### config.mk
export PLATFORM = sky130hd
export DESIGN_NAME = pcar_apb
export DESIGN_NICKNAME = d
export VERILOG_FILES = /design/src/rtl/pcar_pkg.sv /design/src/rtl/pcar_apb.sv
export SDC_FILE = /design/constraint.sdc
export NUM_CORES = 1
export LEC_CHECK = 0
export BUFFER_PORTS_ARGS = -buffer_cell sky130_fd_sc_hd__buf_2
export CAP_MARGIN = 15
export CORE_ASPECT_RATIO = 0.75
export CORE_MARGIN = 5
export CORE_UTILIZATION = 35
export DETAILED_ROUTE_END_ITERATION = 16
export GPL_ROUTABILITY_DRIVEN = 0
export PLACE_DENSITY = 0.69
export SYNTH_ARGS = -nofsm -noshare
export SYNTH_HDL_FRONTEND = slang
export SYNTH_SLANG_ARGS = --single-unit
### constraint.sdc
create_clock -name i_clk -period 1.4 [get_ports i_clk]
set_clock_uncertainty 0.15 [all_clocks]
set_input_delay 0.28 -clock i_clk [delete_from_list [all_inputs] [get_ports i_clk]]
set_output_delay 0.28 -clock i_clk [all_outputs]
set_load 0.01 [all_outputs]
### src/rtl/pcar_pkg.sv
package pcar_pkg;

    // Field widths
    localparam int unsigned LEN_W      = 32;
    localparam int unsigned ALIGN_W    = 4;
    localparam int unsigned AGE_W      = 32;
    localparam int unsigned SLOT_OUT_W = 8;

    // Buffer alignment in bytes; offsets fold modulo this value
    localparam int unsigned ALIGN_BYTES = 16;

    // Saturation value of an age counter
    localparam logic [AGE_W-1:0] AGE_MAX = '1;

    // Configuration port
    localparam int unsigned PADDR_W   = 3;
    localparam int unsigned PDATA_W   = 32;
    localparam int unsigned REG_IDX_W = PADDR_W - 2;
    localparam logic [REG_IDX_W-1:0] REG_THRESHOLD = '0;
    localparam logic [LEN_W-1:0]     THRESHOLD_RESET = 32'd16384;

    // One table entry as held in the memory
    typedef struct packed {
        logic               valid;
        logic [ALIGN_W-1:0] align;
        logic [LEN_W-1:0]   length;
        logic [AGE_W-1:0]   age;
    } t_entry;

    // Control from the sequencer to the search unit
    typedef struct packed {
        logic clr;
        logic vld;
    } t_scan_ctl;

endpackage

### src/rtl/pcar_apb.sv
module pcar_apb (
    input  logic                           i_clk,
    input  logic                           i_rst_n,
    input  logic                           psel,
    input  logic                           penable,
    input  logic                           pwrite,
    input  logic [pcar_pkg::PADDR_W-1:0]   paddr,
    input  logic [pcar_pkg::PDATA_W-1:0]   pwdata,
    output logic [pcar_pkg::PDATA_W-1:0]   prdata,
    output logic                           pready,
    output logic [pcar_pkg::LEN_W-1:0]     o_threshold
);
    import pcar_pkg::*;

    logic [LEN_W-1:0]     r_threshold;
    logic [REG_IDX_W-1:0] reg_idx;
    logic                 wr_stb;

    assign pready  = 1'b1;
    assign reg_idx = paddr[PADDR_W-1:2];
    assign wr_stb  = psel && penable && pwrite && pready;

    // Write the threshold; other indexes drop the write
    always_ff @(posedge i_clk) begin
        if (!i_rst_n) begin
            r_threshold <= THRESHOLD_RESET;
        end else if (wr_stb && (reg_idx == REG_THRESHOLD)) begin
            r_threshold <= pwdata[LEN_W-1:0];
        end
    end

    // Read back
    always_comb begin
        prdata = '0;
        if (reg_idx == REG_THRESHOLD) begin
            prdata = PDATA_W'(r_threshold);
        end
    end

    assign o_threshold = r_threshold;

endmodule

# Word level (Yosys, flattened, before mapping)
# Cells that the tools add are included.
# word_totals
reg_bits	32
in_bits	40
output_inout_bits	65
wordCells	6
# op_classes
mux	1
n_bitwise	1
reduce_logical	3
# ops
operator	count
32-bit two-way mux	1
1-bit logical AND	3
1-bit inverter	1

# Depth between registers and ports, before layout
# logic_depth
depth_word	3
mapped_depth	4
ltp_nobuf	2

# Worst setup path before layout
# No wires, ideal clock.
# synth_path
path_type	input to register
start	input port paddr[2] (netlist name)
end	register r_threshold[0] (netlist: o_threshold[0])
setup_ns	0.072
arrival_ns	0.949
required_time_ns	1.178
slack_ns	0.230
cell_stages	4
n_path_buf	2
cell_sequence	and4b_1 buf_6 buf_12 mux2i_1
# synth_between
elab_chain_cells	2
# synth_lines
item	line	text
start: declaration	pcar_apb.sv:7	input logic [pcar_pkg::PADDR_W-1:0] paddr,
1-bit inverter	n/a	
1-bit logical AND	pcar_apb.sv:27	end else if (wr_stb && (reg_idx == REG_THRESHOLD)) begin
end signal: assignment	pcar_apb.sv:28	r_threshold <= pwdata[LEN_W-1:0];
end: declaration	pcar_apb.sv:15	logic [LEN_W-1:0] r_threshold;
# Every way passes these cells.
# A chain may end at the register's enable or synchronous reset.

# Final worst setup path
# layout_path
start	register r_threshold[31] (netlist: o_threshold[31])
end	output port prdata[31] (netlist name)
# layout_between
elab_chain_cells	1
# layout_lines
item	line	text
32-bit two-way mux	pcar_apb.sv:35	if (reg_idx == REG_THRESHOLD) begin
end: declaration	pcar_apb.sv:9	output logic [pcar_pkg::PDATA_W-1:0] prdata,
# Every way passes these cells.

==> impl_metrics.ini <==
[die]
dieArea_sq_um = 5849
fp-row-count = 20
dieWidth_microns = 86.66
die_h_microns = 67.50
initial_core_util_pct = 37.14
pin_count = 105
fp.coreArea_sq_um = 4154

[timing]
timing.final.crit_share_pct = 96.44
maxSlewViolCount = 0
finalHoldViolCount = 0
rsz0062_at_grt = false
setup-tns-final_ps = 0
hold_ws_ps = 90.16
fin_crit_ps = 1350
fmax_ghz = 0.7406
setup_viol = 0

[clocking]
numCtsBuffers = 5
cts_tree = yes
clk_pin_slew_ps = 60
clock_latency_ps = 270
max-clock-path-buffers = 2
clock_sink_count = 32
htree_levels = 2
hold_buffers = 0
ctsRootBufferMaster = clkbuf_8

[drt]
wl_per_cell_microns = 11.69
ant_nets = 0
drt_iter0_drc = 20
drt-pass1-iter-count = 4
post-route-drc-count = 0
via_per_inst = 4.326
num_vias = 1445
wirelength_mm = 3.904

[layout]
utilization_pct = 53.46
antenna_cells = 0
syn_to_final_growth_pct = 43.96
largest_reg_flops = 32
layoutNonFillerInstCount = 334
drive_above_1_share_pct = 44.09
layout.nets = 318

[setup_path]
worstPathMaxFanout = 3
worst_setup_path_start_kind = flip-flop
cp_data_arrival_time_ps = 920
r2r_slack_ps = 640
ff2ff_path_depth = 2
crit_path_end_kind = primary output
r2r_start = o_threshold[14]
worst_ep_required_time_ps = 970
critPathKind = reg -> out
timing.rr.end = o_threshold[14]

[synthesis]
yosys.area.top_type = dfxtp_1
syn_inst = 177
yosysWarnings = 0
synthTopCellsByArea = dfxtp_1, mux2i_1, nand2_1
synth_top_area_share_pct = 41.52
synth-seq-area-share_pct = 41.52
syn_avg_cell_area_sq_um = 8.716
syn_area_sq_um = 1543
synth_cell_types = 12
synth_fp_nets = 217
ys_ff_latch = 32

[global_route]
grt_pass1_wl_mm = 6.175
use_met3_pct = 4.268
use_met1_pct = 16.16
track_usage_pct = 13.57
use_met2_pct = 22.23
antenna_found_initial = 0
grt_max_degree = 25
overflow = 0
grt_pass1_vias = 1329
grt_busiest_layer = met2

[power_and_ir_drop]
seq_power_share_pct = 50.0
switching_share_pct = 23.04
internal_power_w = 0.001453
pwr-share-comb_pct = 12.6
powerDensity_nw_per_um2 = 850.3
power.switching_w = 0.0004351
power.leakage_nw = 1.120
irDropWorstVdd_uv = 549.7
clkPwrFrac_pct = 37.3

[worst_hold_path]
min_from = pwdata[21]
hold_end = o_threshold[21]
hold_path_depth = 3
holdCritPathClass = in -> reg

[placement]
dp_hpwl_mm = 3.085
portBuffers = 101
placedCellCount = 326

[status]
status = finished, final reports clean

[job]
maxCapViolations = 0
cell usage in the layout, fill, tap and decap left out, types with 2 or more instances in the layout:
cell / netlist / layout
and2b_2: 2 / 2
dfxtp_2: 0 / 4
dfxtp_1: 32 / 28
nor2b_1: 32 / 31
nand2_1: 62 / 62
buf_12: 3 / 5
buf_4: 1 / 3
buf_2: 1 / 101
clkbuf_8: 0 / 6
mux2i_1: 32 / 32
clkbuf_1: 9 / 2
synthesized netlist by cell type:
library cell and instances:
and4b_1 1, and2b_2 2, buf_4 1, conb_1 1
nand2_1 62, buf_6 1, buf_2 1, clkbuf_1 9
buf_12 3, nor2b_1 32, dfxtp_1 32, mux2i_1 32
power groups by stage:
| stage | registers [W] | clock network [W] | logic (W) |
|---|---|---|---|
| global route | 0.000948 | 0.000795 | 0.000265 |
| CTS | 0.000944 | 0.000744 | 0.000243 |
| finish | 0.000945 | 0.000705 | 0.000239 |
| floorplan | 0.000972 | 0 | 0.000119 |
| global placement | 0.000964 | 0 | 0.000238 |
| detailed placement | 0.000965 | 0 | 0.000242 |
how the worst max path moves through the flow:
stage | start | endpoint | cells past startpoint
2_1_floorplan | paddr[2] | o_threshold[0] | 4
3_3_place_gp | paddr[2] | o_threshold[5] | 4
3_5_place_dp | paddr[2] | o_threshold[30] | 4
4_1_cts | o_threshold[31] | prdata[31] | 2
5_1_grt | o_threshold[16] | prdata[16] | 2
6_report | o_threshold[31] | prdata[31] | 2
what timing repair did:
| action | 4_1_cts | 5_1_grt |
|---|---|---|
| buffers inserted | 0 | 0 |
| gates resized for setup | 0 | 5 |
| setup endpoints to repair | 0 | 5 |
| hold endpoints to repair | 0 | 0 |
layer usage:
layer / part of all wire, % / wire length, microns / up-vias
met5: 0 / 0 / -
met4: 1.7 / 65 / 0
met3: 8.7 / 341 / 5
met2: 46 / 1815 / 58
met1: 43 / 1682 / 629
li1: - / - / 753
final cells by class:
class	count	area, sq um
clock buffers	8	90.09
repair buffers	109	628.1
well taps	55	68.82
flip-flops and latches	32	645.6
multi-input cells	130	788.3
fillers	420	1933
through the flow:
stage | setup WS (ps) | power (W) | instance area (sq um)
after floorplan | 229.8 | 0.001091 | 1543
after CTS | 30.62 | 0.001931 | 2213
after global placement | 19.42 | 0.001201 | 2123
final | 49.79 | 0.001888 | 2221
after global routing | 1.540 | 0.002007 | 2221
after detailed placement | 2.977 | 0.001207 | 2123
cell families (layout without fill, tap and decap cells):
family        after synthesis  count (layout)  synth area share [%]
buf+inv                    15             117                 7.624
flops                      32              32                 41.52
mux                        32              32                 20.76
other cells                 1               1                0.2431
simple gates               97              97                 29.85
worst max-delay path: stages (launching register included):
cell and delay [ps]:
dfxtp_1 330, and2b_2 190, buf_2 130
Note: power is estimated with default switching activity, not from simulation.
