==> src/rtl/pcar_pkg.sv <==
package pcar_pkg;

    // Field widths
    localparam int unsigned LEN_W      = 32;
    localparam int unsigned ALIGN_W    = 4;
    localparam int unsigned AGE_W      = 32;
    localparam int unsigned SLOT_OUT_W = 8;

    // Buffer alignment in bytes; offsets fold modulo this value
    localparam int unsigned ALIGN_BYTES = 16;

    // Saturation value of an age counter
    localparam logic [AGE_W-1:0] AGE_MAX = '1;

    // Configuration port
    localparam int unsigned PADDR_W   = 3;
    localparam int unsigned PDATA_W   = 32;
    localparam int unsigned REG_IDX_W = PADDR_W - 2;
    localparam logic [REG_IDX_W-1:0] REG_THRESHOLD = '0;
    localparam logic [LEN_W-1:0]     THRESHOLD_RESET = 32'd16384;

    // One table entry as held in the memory
    typedef struct packed {
        logic               valid;
        logic [ALIGN_W-1:0] align;
        logic [LEN_W-1:0]   length;
        logic [AGE_W-1:0]   age;
    } t_entry;

    // Control from the sequencer to the search unit
    typedef struct packed {
        logic clr;
        logic vld;
    } t_scan_ctl;

endpackage

==> src/rtl/pcar_scan.sv <==
module pcar_scan #(
    parameter int unsigned SLOT_W = 8
) (
    input  logic                            i_clk,
    input  logic                            i_rst_n,
    input  pcar_pkg::t_scan_ctl             i_ctl,
    input  pcar_pkg::t_entry                i_entry,
    input  logic [SLOT_W-1:0]               i_idx,
    input  logic [pcar_pkg::LEN_W-1:0]      i_key_len,
    input  logic [pcar_pkg::ALIGN_W-1:0]    i_key_align,
    output logic                            o_hit,
    output logic [SLOT_W-1:0]               o_hit_idx,
    output logic [SLOT_W-1:0]               o_victim_idx
);
    import pcar_pkg::*;

    logic              r_hit;
    logic              r_have;
    logic [SLOT_W-1:0] r_hit_idx;
    logic [SLOT_W-1:0] r_best_idx;
    logic [AGE_W-1:0]  r_best_age;
    logic              match;
    logic              better;

    // Key match on a valid entry
    assign match = i_entry.valid && (i_entry.length == i_key_len)
                   && (i_entry.align == i_key_align);

    // Oldest wins; on equal age entry 0 first, then the higher index
    assign better = !r_have
                    || (i_entry.age > r_best_age)
                    || ((i_entry.age == r_best_age) && (r_best_idx != '0)
                        && ((i_idx == '0) || (i_idx > r_best_idx)));

    // Track first hit and the victim candidate
    always_ff @(posedge i_clk) begin
        if (!i_rst_n) begin
            r_hit  <= 1'b0;
            r_have <= 1'b0;
        end else if (i_ctl.clr) begin
            r_hit  <= 1'b0;
            r_have <= 1'b0;
        end else if (i_ctl.vld) begin
            if (match) begin
                r_hit <= 1'b1;
            end
            r_have <= 1'b1;
        end
    end

    always_ff @(posedge i_clk) begin
        if (i_ctl.vld) begin
            if (match && !r_hit) begin
                r_hit_idx <= i_idx;
            end
            if (better) begin
                r_best_idx <= i_idx;
                r_best_age <= i_entry.age;
            end
        end
    end

    assign o_hit        = r_hit;
    assign o_hit_idx    = r_hit_idx;
    assign o_victim_idx = r_best_idx;

endmodule

==> config.mk <==
export PLATFORM = sky130hd
export DESIGN_NAME = pcar_scan
export DESIGN_NICKNAME = d
export VERILOG_FILES = /design/src/rtl/pcar_pkg.sv /design/src/rtl/pcar_scan.sv
export SDC_FILE = /design/constraint.sdc
export NUM_CORES = 1
export LEC_CHECK = 0
export ABC_AREA = 1
export BUFFER_PORTS_ARGS = -buffer_cell sky130_fd_sc_hd__buf_2
export CORE_MARGIN = 4
export CORE_UTILIZATION = 50
export CTS_CLUSTER_DIAMETER = 60
export CTS_CLUSTER_SIZE = 24
export DETAILED_ROUTE_END_ITERATION = 16
export GPL_TIMING_DRIVEN = 0
export PLACE_DENSITY = 0.81
export SLEW_MARGIN = 10
export SYNTH_ARGS = -nofsm -noshare
export SYNTH_HDL_FRONTEND = slang
export SYNTH_SLANG_ARGS = --single-unit
==> constraint.sdc <==
create_clock -name i_clk -period 4.53 [get_ports i_clk]
set_input_delay 0 -clock i_clk [delete_from_list [all_inputs] [get_ports i_clk]]
set_output_delay 0 -clock i_clk [all_outputs]
set_load 0.02 [all_outputs]
## Word-level counts from Yosys, hierarchy flattened

Cells that the tools add are included.

- Flip-flop bits (word level): 50
- Input bits: 117
- Output and inout bits: 17
- Logic and storage cells: 27

- Bitwise logic cells: 1
- Eq/ne operators: 3
- Reductions and logical operators: 16
- Magnitude comparators: 2

Operators with widths:

| kind | count |
|---|---|
| 32-bit equality test | 2 |
| 32-bit > comparator | 1 |
| 8-bit > comparator | 1 |
| 8-bit logical NOT | 1 |
| 8-bit nonzero test | 1 |
| 2-bit AND reduction | 3 |
| 1-bit logical AND | 5 |
| 4-bit equality test | 1 |
| 1-bit logical OR | 3 |
| 1-bit logical NOT | 2 |
| 2-bit OR reduction | 1 |
| 1-bit NOT | 1 |

## Logic depth before layout (Yosys ltp)

Gate-level depths: netlist of the first run.

- Depth after elaboration: 5
- Mapped depth: 15
- Depth with buffers taken out: 15

## Least setup slack after synthesis of the first run

No wires, ideal clock.

- Kind: flip-flop to flip-flop
- Start: register r_best_idx[7] (netlist: o_victim_idx[7])
- End: register r_best_idx[0] (netlist: o_victim_idx[0]), enable pin
- Setup time: 451 ps
- Required time: 4079 ps
- Stages on the path, launching flop included: 11
- Data arrival time: 3285 ps
- Setup slack: 794 ps
- Path buffers: 0
- Period minus slack after synthesis: 3736 ps
- Cells stage by stage: edfxtp_1 > inv_1 > ha_1 > nand2_1 > nor2_1 > nand2_1 > nand2_1 > nand2_1 > nand2_1 > a21oi_1 > a21oi_1

- Word-level cells in the longest chain between the ends: 5
- Elaborated cells on any way between the ends: 7
- Those cells by class: order compare: 1; reduce/logical: 6

RTL lines:

| item | RTL line | RTL |
|---|---|---|
| start, declared | pcar_scan.sv:20 | `logic [SLOT_W-1:0] r_best_idx;` |
| start signal, assigned | pcar_scan.sv:57 | `r_best_idx <= i_idx;` |
| 8-bit > comparator / 8-bit nonzero test (equally long branches) | pcar_scan.sv:33, pcar_scan.sv:32 |  |
| 1-bit logical OR / 1-bit logical AND (equally long branches) | pcar_scan.sv:33, pcar_scan.sv:32 |  |
| 1-bit logical AND (*) | pcar_scan.sv:33 | `&& ((i_idx == '0) \|\| (i_idx > r_best_idx)));` |
| 1-bit logical OR (*) | pcar_scan.sv:32 | `\|\| ((i_entry.age == r_best_age) && (r_best_idx != '0)` |
| 2-bit AND reduction (no source line) (*) | -- |  |

Every way passes the cells marked *; elsewhere a longest branch is shown, timed or not.
A chain may end at the register's enable or synchronous reset.

## Worst setup path after layout of the first run

- Start: register r_best_age[11]
- End: register r_best_age[5], enable pin

- Word-level cells in the longest chain between the ends: 5
- Elaborated cells on any way between the ends: 7
- Those cells by class: order compare: 1; eq/ne: 1; reduce/logical: 5

RTL lines:

| item | RTL line | RTL |
|---|---|---|
| start, declared | pcar_scan.sv:21 | `logic [AGE_W-1:0] r_best_age;` |
| start signal, assigned | pcar_scan.sv:58 | `r_best_age <= i_entry.age;` |
| branches (longest 3 deep; another with 32-bit > comparator) | -- |  |
| 1-bit logical OR (*) | pcar_scan.sv:32 |  |
| 2-bit AND reduction (no source line) (*) | -- |  |

Every way passes the cells marked *.

==> impl_metrics.ini, run 1 <==
[grt]
grt_pass1_wl_um = 15400
grt_max_degree = 23
gr-total-overflow = 0
antenna_found_initial = 0
grt_pass1_vias = 3515
grt_use_total_pct = 23.1

[sta]
grt_setup_unrepaired = no
layout_min_cycle_time_ps = 2570
max_freq_mhz = 390
hold_viol_final = 0
drv_slew = 0
fin_crit_sh_pct = 56.7
worst_hold_slack_ps = 42.4
worst_slew_pin_slew_ps = 712
finalSetupViolCount = 0
slew_headroom_pct = 52.4
fin_worst_skew_ps = 14.8

[clock_network]
insertion_delay_ps = 300
cts.sinks = 50
cts_max_path_buffers = 2
htreeDepth = 2
post_cts_buffers = 0
root_buffer = clkbuf_8
cts_tree = done
clkTransAtPathRegs_ps = 90
cts_buffers = 5

[job]
max_cap_violations = 0

[worst_setup_path]
worstReg2RegStart = r_best_age[11]
crit_path_start = r_best_age[11]
cp-start-kind = register
cp_max_fo = 22
critPathCaptureType = register
path_class = register to register
cp.required_ps = 4540
arrival_ps = 2570

[yosys]
synth_cells = 410
synth_edf_count = 48
syn_area_per_cell_um2 = 8.47
async_flop_share_pct = 0
synthesis.area_mm2 = 0.00347
synth_nets = 567
yosysWarnings = 0
synth_cell_types = 28
ys_ff_latch = 50
synth_ff_type = edfxtp_1
seq_area_frac_synth_pct = 42.7

[route]
wl_per_cell_um = 14.0
first_pass_iters = 4
vias = 3354
drc = 0
ant_nets = 0
routed_wl_um = 9430
viasPerCell = 4.98
drt_iter0_drc = 90

[pwr]
p_leak_nw = 2.48
vdd_ir_drop_max_mv = 0.111
power_density_mw_per_mm2 = 240

[finish]
syn2layout_area_growth_pct = 38.9
diodes = 0
nNetsFinal = 750
multiInputGateArea_mm2 = 0.00168
fill_cells = 498
regArea_mm2 = 0.00148
layout-drive-gt1-share_pct = 28.1
final_area_mm2 = 0.00482

[floorplanning]
rows = 30
start_util_pct = 51.4
io_pins = 134
die_x_um = 91.3
core_mm2 = 0.00676
die_area_mm2 = 0.00834
die_y_um = 91.3

[placement]
gp_congestion = 0.889
port_buffers = 133
hpwl_um = 6970
placed_area_mm2 = 0.00428

[status]
status = completed

[min_path]
hold_path_class = input port to register
hp-start = i_ctl[0]
[synth_stat cells (4+ instances only)]
cell	n	area (µm²)
nand2_1	94	353
inv_1	79	297
edfxtp_1	48	1440
ha_1	40	500
nor2_1	27	101
a21oi_1	20	100
nand4_1	19	119
or2_1	15	93.8
inv_2	8	30.0
nand3_1	8	40.0
nor3_1	7	35.0
xor2_1	7	61.3
nor4_1	5	31.3
nor2_2	4	25.0
or2_2	4	25.0
xnor2_1	4	35.0
[flip-flops by register name (all words and copies together) (netlist names)]
signal,count
o_victim_idx,8
o_hit,1
o_hit_idx,8
r_have,1
r_best_age,32
[where the power goes]
group | internal, W | switching (W)
Combinational | 0.000134 | 0.000150
Sequential | 0.000534 | 0.0000109
Clock | 0.000182 | 0.000149
[placed cells by master (no fill, tap or decap), types with 4 or more instances in the layout]
cell type | synthesis | routed
xor2_1 | 7 | 7
inv_1 | 79 | 79
clkbuf_8 | 0 | 6
nand3_1 | 8 | 8
nor2_2 | 4 | 4
inv_2 | 8 | 8
nor2_1 | 27 | 27
nand2_1 | 94 | 94
dlygate4sd3_1 | 0 | 42
a21oi_1 | 20 | 19
or2_1 | 15 | 15
or2_2 | 4 | 4
ha_1 | 40 | 40
nor4_1 | 5 | 5
xnor2_1 | 4 | 4
nand4_1 | 19 | 19
nor3_1 | 7 | 6
buf_2 | 0 | 133
edfxtp_1 | 48 | 48
[worst max-delay path, cell delays in order, from the launching register on]
cell and delay [ps]:
edfxtp_1 350, inv_1 50, ha_1 300, nand2_1 60, nor2_1 110, nand2_1 90, nor2_2 140, nand2_2 90
a21oi_2 110, a21oi_1 110, a21oi_4 600, buf_16 250
[stage by stage]
stage / setup TNS (ps) / power (W) / std cells / util, % / setup slack (ps)
floorplan: 0 / 0.000694 / 410 / - / 794
global placement: -4460 / 0.000789 / 623 / 62.7 / -114
detailed placement: 0 / 0.000803 / 624 / 63.3 / 1960
CTS: 0 / 0.00116 / 674 / 71.3 / 1940
global route: 0 / 0.00122 / 674 / 71.4 / 1740
finish: 0 / 0.00116 / 674 / 71.4 / 1960
[cell type report]
cell class / instances / area share, %
Multi-Input combinational cell: 273 / 34.8
Sequential cell: 50 / 30.7
Timing Repair Buffer: 176 / 23.1
Inverter: 87 / 6.77
Tap cell: 80 / 2.08
Clock buffer: 6 / 1.71
Clock inverter: 2 / 0.804
[routing by layer]
layer  GRT usage, %  routed length [µm]  up-vias
met2           45.4                5000      138
li1               -                   -     1711
met5              0                   0        -
met3           3.73                 588       30
met1           23.8                3530     1475
met4           9.17                 317        0
[final timing paths]
check,end,slack [ps],depth (start not counted)
hold / removal,r_have,40,3
setup / recovery,r_best_age[5],1960,11
hold reg to reg,r_have,470,2
setup reg to reg,r_best_age[5],1960,11
[cell families (layout without fill, tap and decap cells)]
logic type | after synthesis | count (layout) | share of synthesized area [%]
AND/OR/NAND/NOR | 191 | 191 | 25.9
buffers and inverters | 87 | 271 | 9.41
flip-flops | 50 | 50 | 42.7
adder cells (fa/ha/maj) | 40 | 40 | 14.4
AO/OA/AOI/OAI | 31 | 31 | 4.83
XOR/XNOR | 11 | 11 | 2.77
[repair_timing]
item	4_1_cts	5_1_grt
resized for setup	0	0
hold buffers	42	0
hold endpoints to repair	50	0
No activity file was read; power rests on OpenSTA's default activity.
==> inputs of run 2 (changes only) <==
==> constraint.sdc (replaced) <==
create_clock -name i_clk -period 2.4 [get_ports i_clk]
set_input_delay 0 -clock i_clk [delete_from_list [all_inputs] [get_ports i_clk]]
set_output_delay 0 -clock i_clk [all_outputs]
set_load 0.02 [all_outputs]
==> run 2 against run 1 <==
Compared with the run above:
- the flow now finishes with violations (setup timing)
- register-to-register slack worse by 2000 ps
- worst hold slack better by 89 ps
- combinational power is 89% higher
- largest cell class unchanged
- count of clock-buffer cells in the layout stayed put
- first-iteration DRC count is 76% higher
- non-clock buffer count is 1 lower
- power is 89% higher
- via count is 1.0% higher
- flip-flop and latch count stayed put
- final area is 0.21% higher
- sequential power is 89% higher
==> impl_metrics.ini, run 2 (synthesized netlist as in run 1, its figures left out) <==
[worst_setup_path]
cp-start-kind = register
crit_top_cell = a21oi_4
cp.required_ps = 2340
critPathCaptureType = register
critPathTopFamily = compound AO/OA/AOI/OAI gates
cp.buffers_inverters = 1
path_class = register to register
crit_slowest_cell = a21oi_4
cp_max_fo = 20
cpPeakStageDelay_ps = 590
crit_chain = inv_1, ha_1, nand2_1, nor2_2, nand2_1, nor2_2, nand2_2, a21oi_4, a21oi_4, a21oi_4
arrival_ps = 2360

[pwr]
seqPwrFrac_pct = 46.8
power_switching_w = 0.000595
p_leak_nw = 2.48
p_comb_share_pct = 24.5
clkPwrFrac_pct = 28.7
vdd_ir_drop_max_mv = 0.233
p_int_w = 0.00160
power_density_mw_per_mm2 = 455
sw_frac_of_total_pct = 27.1

[placement]
dp_slack_ps = -373
port_buffers = 133
hpwl_um = 6710
place_inst = 623
gp_congestion = 0.940

[route]
first_pass_iters = 5
vias = 3389
routed_wl_um = 9580
wl_per_cell_um = 14.2
drt_iter0_drc = 158
drc = 0
viasPerCell = 5.02
ant_nets = 0

[sta]
fin_worst_skew_ps = 10.1
fin_crit_sh_pct = 101
max_freq_mhz = 414
drv_slew = 0
grt_setup_unrepaired = yes
worst_slew_pin_slew_ps = 1210
hold_viol_final = 0
slew_headroom_pct = 19.0
tns_ps = -213
fin_ws_ps = -13.1
layout_min_cycle_time_ps = 2410
finalSetupViolCount = 27

[floorplanning]
start_util_pct = 51.4
die_x_um = 91.3
die_y_um = 91.3
io_pins = 134
core_mm2 = 0.00676
rows = 30
die_area_mm2 = 0.00834

[grt]
grt_pass1_vias = 3503
grt_max_degree = 21
grt_use_total_pct = 23.0
grt_pass1_wl_um = 15400
antenna_found_initial = 0
gr-total-overflow = 0

[clock_network]
root_buffer = clkbuf_8
post_cts_buffers = 0
htreeDepth = 2
cts.sinks = 50
cts_tree = done
cts_max_path_buffers = 2
insertion_delay_ps = 300
cts_buffers = 5
clkTransAtPathRegs_ps = 90

[finish]
final_common_cell = buf_2
final_core_util_pct = 71.5
nNetsFinal = 750
instances_no_fill = 675
final_cell_mix = 133 x buf_2, 93 x nand2_1, 79 x inv_1
fill_cells = 494
layout-drive-gt1-share_pct = 28.5
syn2layout_area_growth_pct = 39.2
largest_reg_flops = 32
regMostFlops = r_best_age

[status]
status = finished, violations left
violations = setup timing

[job]
max_cap_violations = 0

[min_path]
hold_path_class = input port to register
run 2: cell types whose count changed in the layout (fill, tap and decap cells not counted), sizes merged:
cell / before / now
diode: 0 / 1
a21oi: 21 / 22
buf: 134 / 133
run 2: path summary, 6_finish.rpt:
| kind | startpoint | endpoint | slack [ps] | depth (start not counted) |
|---|---|---|---|---|
| worst min-delay path | i_ctl[0] | r_have | 130 | 3 |
| worst max-delay path | r_best_age[7] | o_victim_idx[0] | -10 | 10 |
| worst max register to register | r_best_age[7] | o_victim_idx[0] | -10 | 10 |
| worst min register to register | o_hit | o_hit | 480 | 2 |
run 2: area by class of cell:
type	instances	area [µm²]	share of cell area, %
Sequential cell	50	1480	30.6
Timing Repair Buffer	175	1090	22.5
Inverter	87	327	6.76
Antenna cell	1	2.50	0.0518
Multi-Input combinational cell	274	1720	35.5
Tap cell	80	100	2.07
Clock buffer	6	82.6	1.71
Clock inverter	2	38.8	0.802
run 2: repair_timing:
item / in CTS / in global routing
endpoints found under the hold margin: 50 / 0
cloned: 1 / 0
gates resized for setup: 2 / 3
pin swaps: 2 / 0
hold buffers: 42 / 0
endpoints found under the setup margin: 40 / 40
run 2: metrics by stage:
| stage | hold slack [ps] | instance area (µm²) | power [W] |
|---|---|---|---|
| 2_1_floorplan | 98.9 | 3490 | 0.00131 |
| 3_3_place_gp | 197 | 4250 | 0.00149 |
| 3_5_place_dp | 197 | 4250 | 0.00151 |
| 4_1_cts | 127 | 4810 | 0.00218 |
| 5_1_grt | 136 | 4830 | 0.00232 |
| 6_report | 132 | 4830 | 0.00220 |
run 2: worst register-to-register path, stage by stage, from the launching register on:
cell,delay (ps)
edfxtp_1,350
inv_1,50
ha_1,300
nand2_1,90
nor2_2,140
nand2_1,80
nor2_2,120
nand2_2,100
a21oi_4,140
a21oi_4,100
a21oi_4,590
run 2: metal layers:
metal / share of wire (%) / global-route usage, % / vias to the layer above
met3: 5.0 / 3.65 / 18
met2: 55 / 46.3 / 129
li1: - / - / 1705
met5: 0 / 0 / -
met4: 2.1 / 7.04 / 0
met1: 38 / 24.0 / 1537
run 2: power groups by stage:
| stage | Combinational, W | Clock [W] | Sequential (W) |
|---|---|---|---|
| 2_1_floorplan | 0.000259 | 0 | 0.00105 |
| 3_3_place_gp | 0.000441 | 0 | 0.00105 |
| 3_5_place_dp | 0.000458 | 0 | 0.00105 |
| 4_1_cts | 0.000521 | 0.000636 | 0.00103 |
| 5_1_grt | 0.000606 | 0.000686 | 0.00103 |
| 6_report | 0.000538 | 0.000631 | 0.00103 |
==> inputs of run 3 (changes only) <==
--- a/config.mk
+++ b/config.mk
@@ -13,7 +13,7 @@
 export CTS_CLUSTER_SIZE = 24
 export DETAILED_ROUTE_END_ITERATION = 16
 export GPL_TIMING_DRIVEN = 0
-export PLACE_DENSITY = 0.81
+export PLACE_DENSITY = 0.82
 export SLEW_MARGIN = 10
 export SYNTH_ARGS = -nofsm -noshare
 export SYNTH_HDL_FRONTEND = slang
==> constraint.sdc (replaced) <==
create_clock -name i_clk -period 2.7 [get_ports i_clk]
set_input_delay 0 -clock i_clk [delete_from_list [all_inputs] [get_ports i_clk]]
set_output_delay 0 -clock i_clk [all_outputs]
set_load 0.02 [all_outputs]
==> run 3 against run 2 <==
Compared with the run above:
- the flow now finishes without violations
- sequential power down 11%
- critical path depth did not move
- global-route usage decreased by 0.57 points
- worst hold slack lost 11 ps
- sequential share of layout area grew 0.19 points
- power down 13%
- fmax fell by 5.9%
- critical endpoint is now o_victim_idx[1]
- largest cell class unchanged
==> impl_metrics.ini, run 3 (synthesized netlist as in run 1, its figures left out) <==
[clock_network]
cts_max_path_buffers = 2
cts_tree = done
root_buffer = clkbuf_8
cts.sinks = 50
htreeDepth = 2
cts_buffers = 5
clkTransAtPathRegs_ps = 90
post_cts_buffers = 0
insertion_delay_ps = 300

[finish]
final_area_mm2 = 0.00480
largest_reg_flops = 32
final_cell_mix = 133 x buf_2, 94 x nand2_1, 79 x inv_1
diodes = 0
syn2layout_area_growth_pct = 38.3
fill_cells = 516
multiInputGateArea_mm2 = 0.00170
nNetsFinal = 750
final_core_util_pct = 71.1
regArea_mm2 = 0.00148
final_common_cell = buf_2
layout-drive-gt1-share_pct = 28.1
regMostFlops = r_best_age

[worst_setup_path]
worstReg2RegStart = o_victim_idx[7]
r2r.worst_path.cells = 10
cp.buffers_inverters = 1
cpPeakStageDelay_ps = 610
critPathCaptureType = register
crit_slowest_cell = a21oi_4
cp_max_fo = 20
crit_path_start = o_victim_idx[7]
cp.required_ps = 2640
critPathTopFamily = compound AO/OA/AOI/OAI gates
crit_chain = inv_1, ha_1, nand2_1, nor2_1, nand2_1, nand2_1, nand2_1, nand2_1, a21oi_1, a21oi_4
rrSetupSlack_ps = 140
crit_top_cell = nand2_1
cp-start-kind = register
arrival_ps = 2500
path_class = register to register
rr_endpoint = o_victim_idx[1]

[placement]
gp_congestion = 0.969
port_buffers = 133
hpwl_um = 6980
placed_area_mm2 = 0.00425

[sta]
max_freq_mhz = 390
layout_min_cycle_time_ps = 2560
grt_setup_unrepaired = no
slew_headroom_pct = 51.9
drv_slew = 0
finalSetupViolCount = 0
fin_crit_sh_pct = 95.0
worst_hold_slack_ps = 121
fin_worst_skew_ps = 10.4
hold_viol_final = 0
worst_slew_pin_slew_ps = 718

[pwr]
p_comb_share_pct = 24.6
p_int_w = 0.00139
seqPwrFrac_pct = 47.6
power_density_mw_per_mm2 = 399
vdd_ir_drop_max_mv = 0.239
sw_frac_of_total_pct = 27.4
clkPwrFrac_pct = 27.8
p_leak_nw = 2.47
power_switching_w = 0.000525

[route]
viasPerCell = 5.07
wl_per_cell_um = 13.7
drt_iter0_drc = 155
ant_nets = 0
drc = 0
vias = 3414
first_pass_iters = 4
routed_wl_um = 9250

[floorplanning]
rows = 30
core_mm2 = 0.00676
io_pins = 134
die_x_um = 91.3
die_area_mm2 = 0.00834
die_y_um = 91.3
start_util_pct = 51.4

[min_path]
whs_endpoint = r_have
hp-start = i_ctl[0]
holdPathStages = 3
hold_path_class = input port to register

[job]
max_cap_violations = 0

[status]
status = completed

[grt]
antenna_found_initial = 0
gr-total-overflow = 0
grt_use_total_pct = 22.5
grt_max_degree = 21
grt_pass1_vias = 3545
grt_pass1_wl_um = 15200
-- run 3: changes by cell type in the layout (fill, tap and decap cells not counted), sizes merged --
cell    change
clkbuf      -1
diode       -1
clkinv      +1
-- run 3: layout make-up --
type                       count  area share (%)
clock inverter                 3           0.912
tap                           80            2.08
sequential                    50            30.8
multi-input combinational    274            35.3
clock buffer                   5            1.43
timing repair buffer         175            22.6
inverter                      87            6.80
-- run 3: worst max-delay path by stage --
stage / slack [ps] / endpoint / cells past startpoint
2_1_floorplan: 250 / o_victim_idx[0] / 10
3_3_place_gp: -50 / r_best_age[13] / 10
3_5_place_dp: -120 / r_best_age[26] / 10
4_1_cts: 240 / r_best_age[12] / 10
5_1_grt: 3 / o_victim_idx[1] / 10
6_report: 140 / o_victim_idx[1] / 10
-- run 3: power groups by stage --
stage / Clock, W / Combinational (W) / Sequential [W]
floorplan: 0 / 0.000229 / 0.000936
global placement: 0 / 0.000393 / 0.000928
detailed placement: 0 / 0.000410 / 0.000931
CTS: 0.000551 / 0.000465 / 0.000912
global route: 0.000579 / 0.000535 / 0.000917
finish: 0.000534 / 0.000472 / 0.000912
-- run 3: per-layer routing --
layer  GRT usage, %  vias to the layer above  wire [µm]
met5              0                        -          0
met4           10.4                        0        310
met3           3.73                       26        613
met2           42.7                      162       4860
met1           23.8                     1523       3460
li1               -                     1703          -
-- run 3: worst reg2reg max path, stage by stage, from the launching register on --
cell and delay (ps):
edfxtp_1 430, inv_1 70, ha_1 310, nand2_1 110
nor2_1 220, nand2_1 100, nand2_1 70, nand2_1 40
nand2_1 70, a21oi_1 160, a21oi_4 620
-- run 3: timing repair --
action,in CTS,in global routing
setup endpoints to repair,40,0
hold buffers,42,0
endpoints found under the hold margin,50,0
resized for setup,1,0
-- run 3: metrics by stage --
step / power (W) / std cells / setup slack [ps] / setup TNS, ps
5_1_grt: 0.00203 / 674 / 2.73 / 0
3_3_place_gp: 0.00132 / 623 / -54.0 / -2110
2_1_floorplan: 0.00117 / 410 / 245 / 0
4_1_cts: 0.00193 / 674 / 238 / 0
6_report: 0.00192 / 674 / 135 / 0
3_5_place_dp: 0.00134 / 623 / -122 / -4800
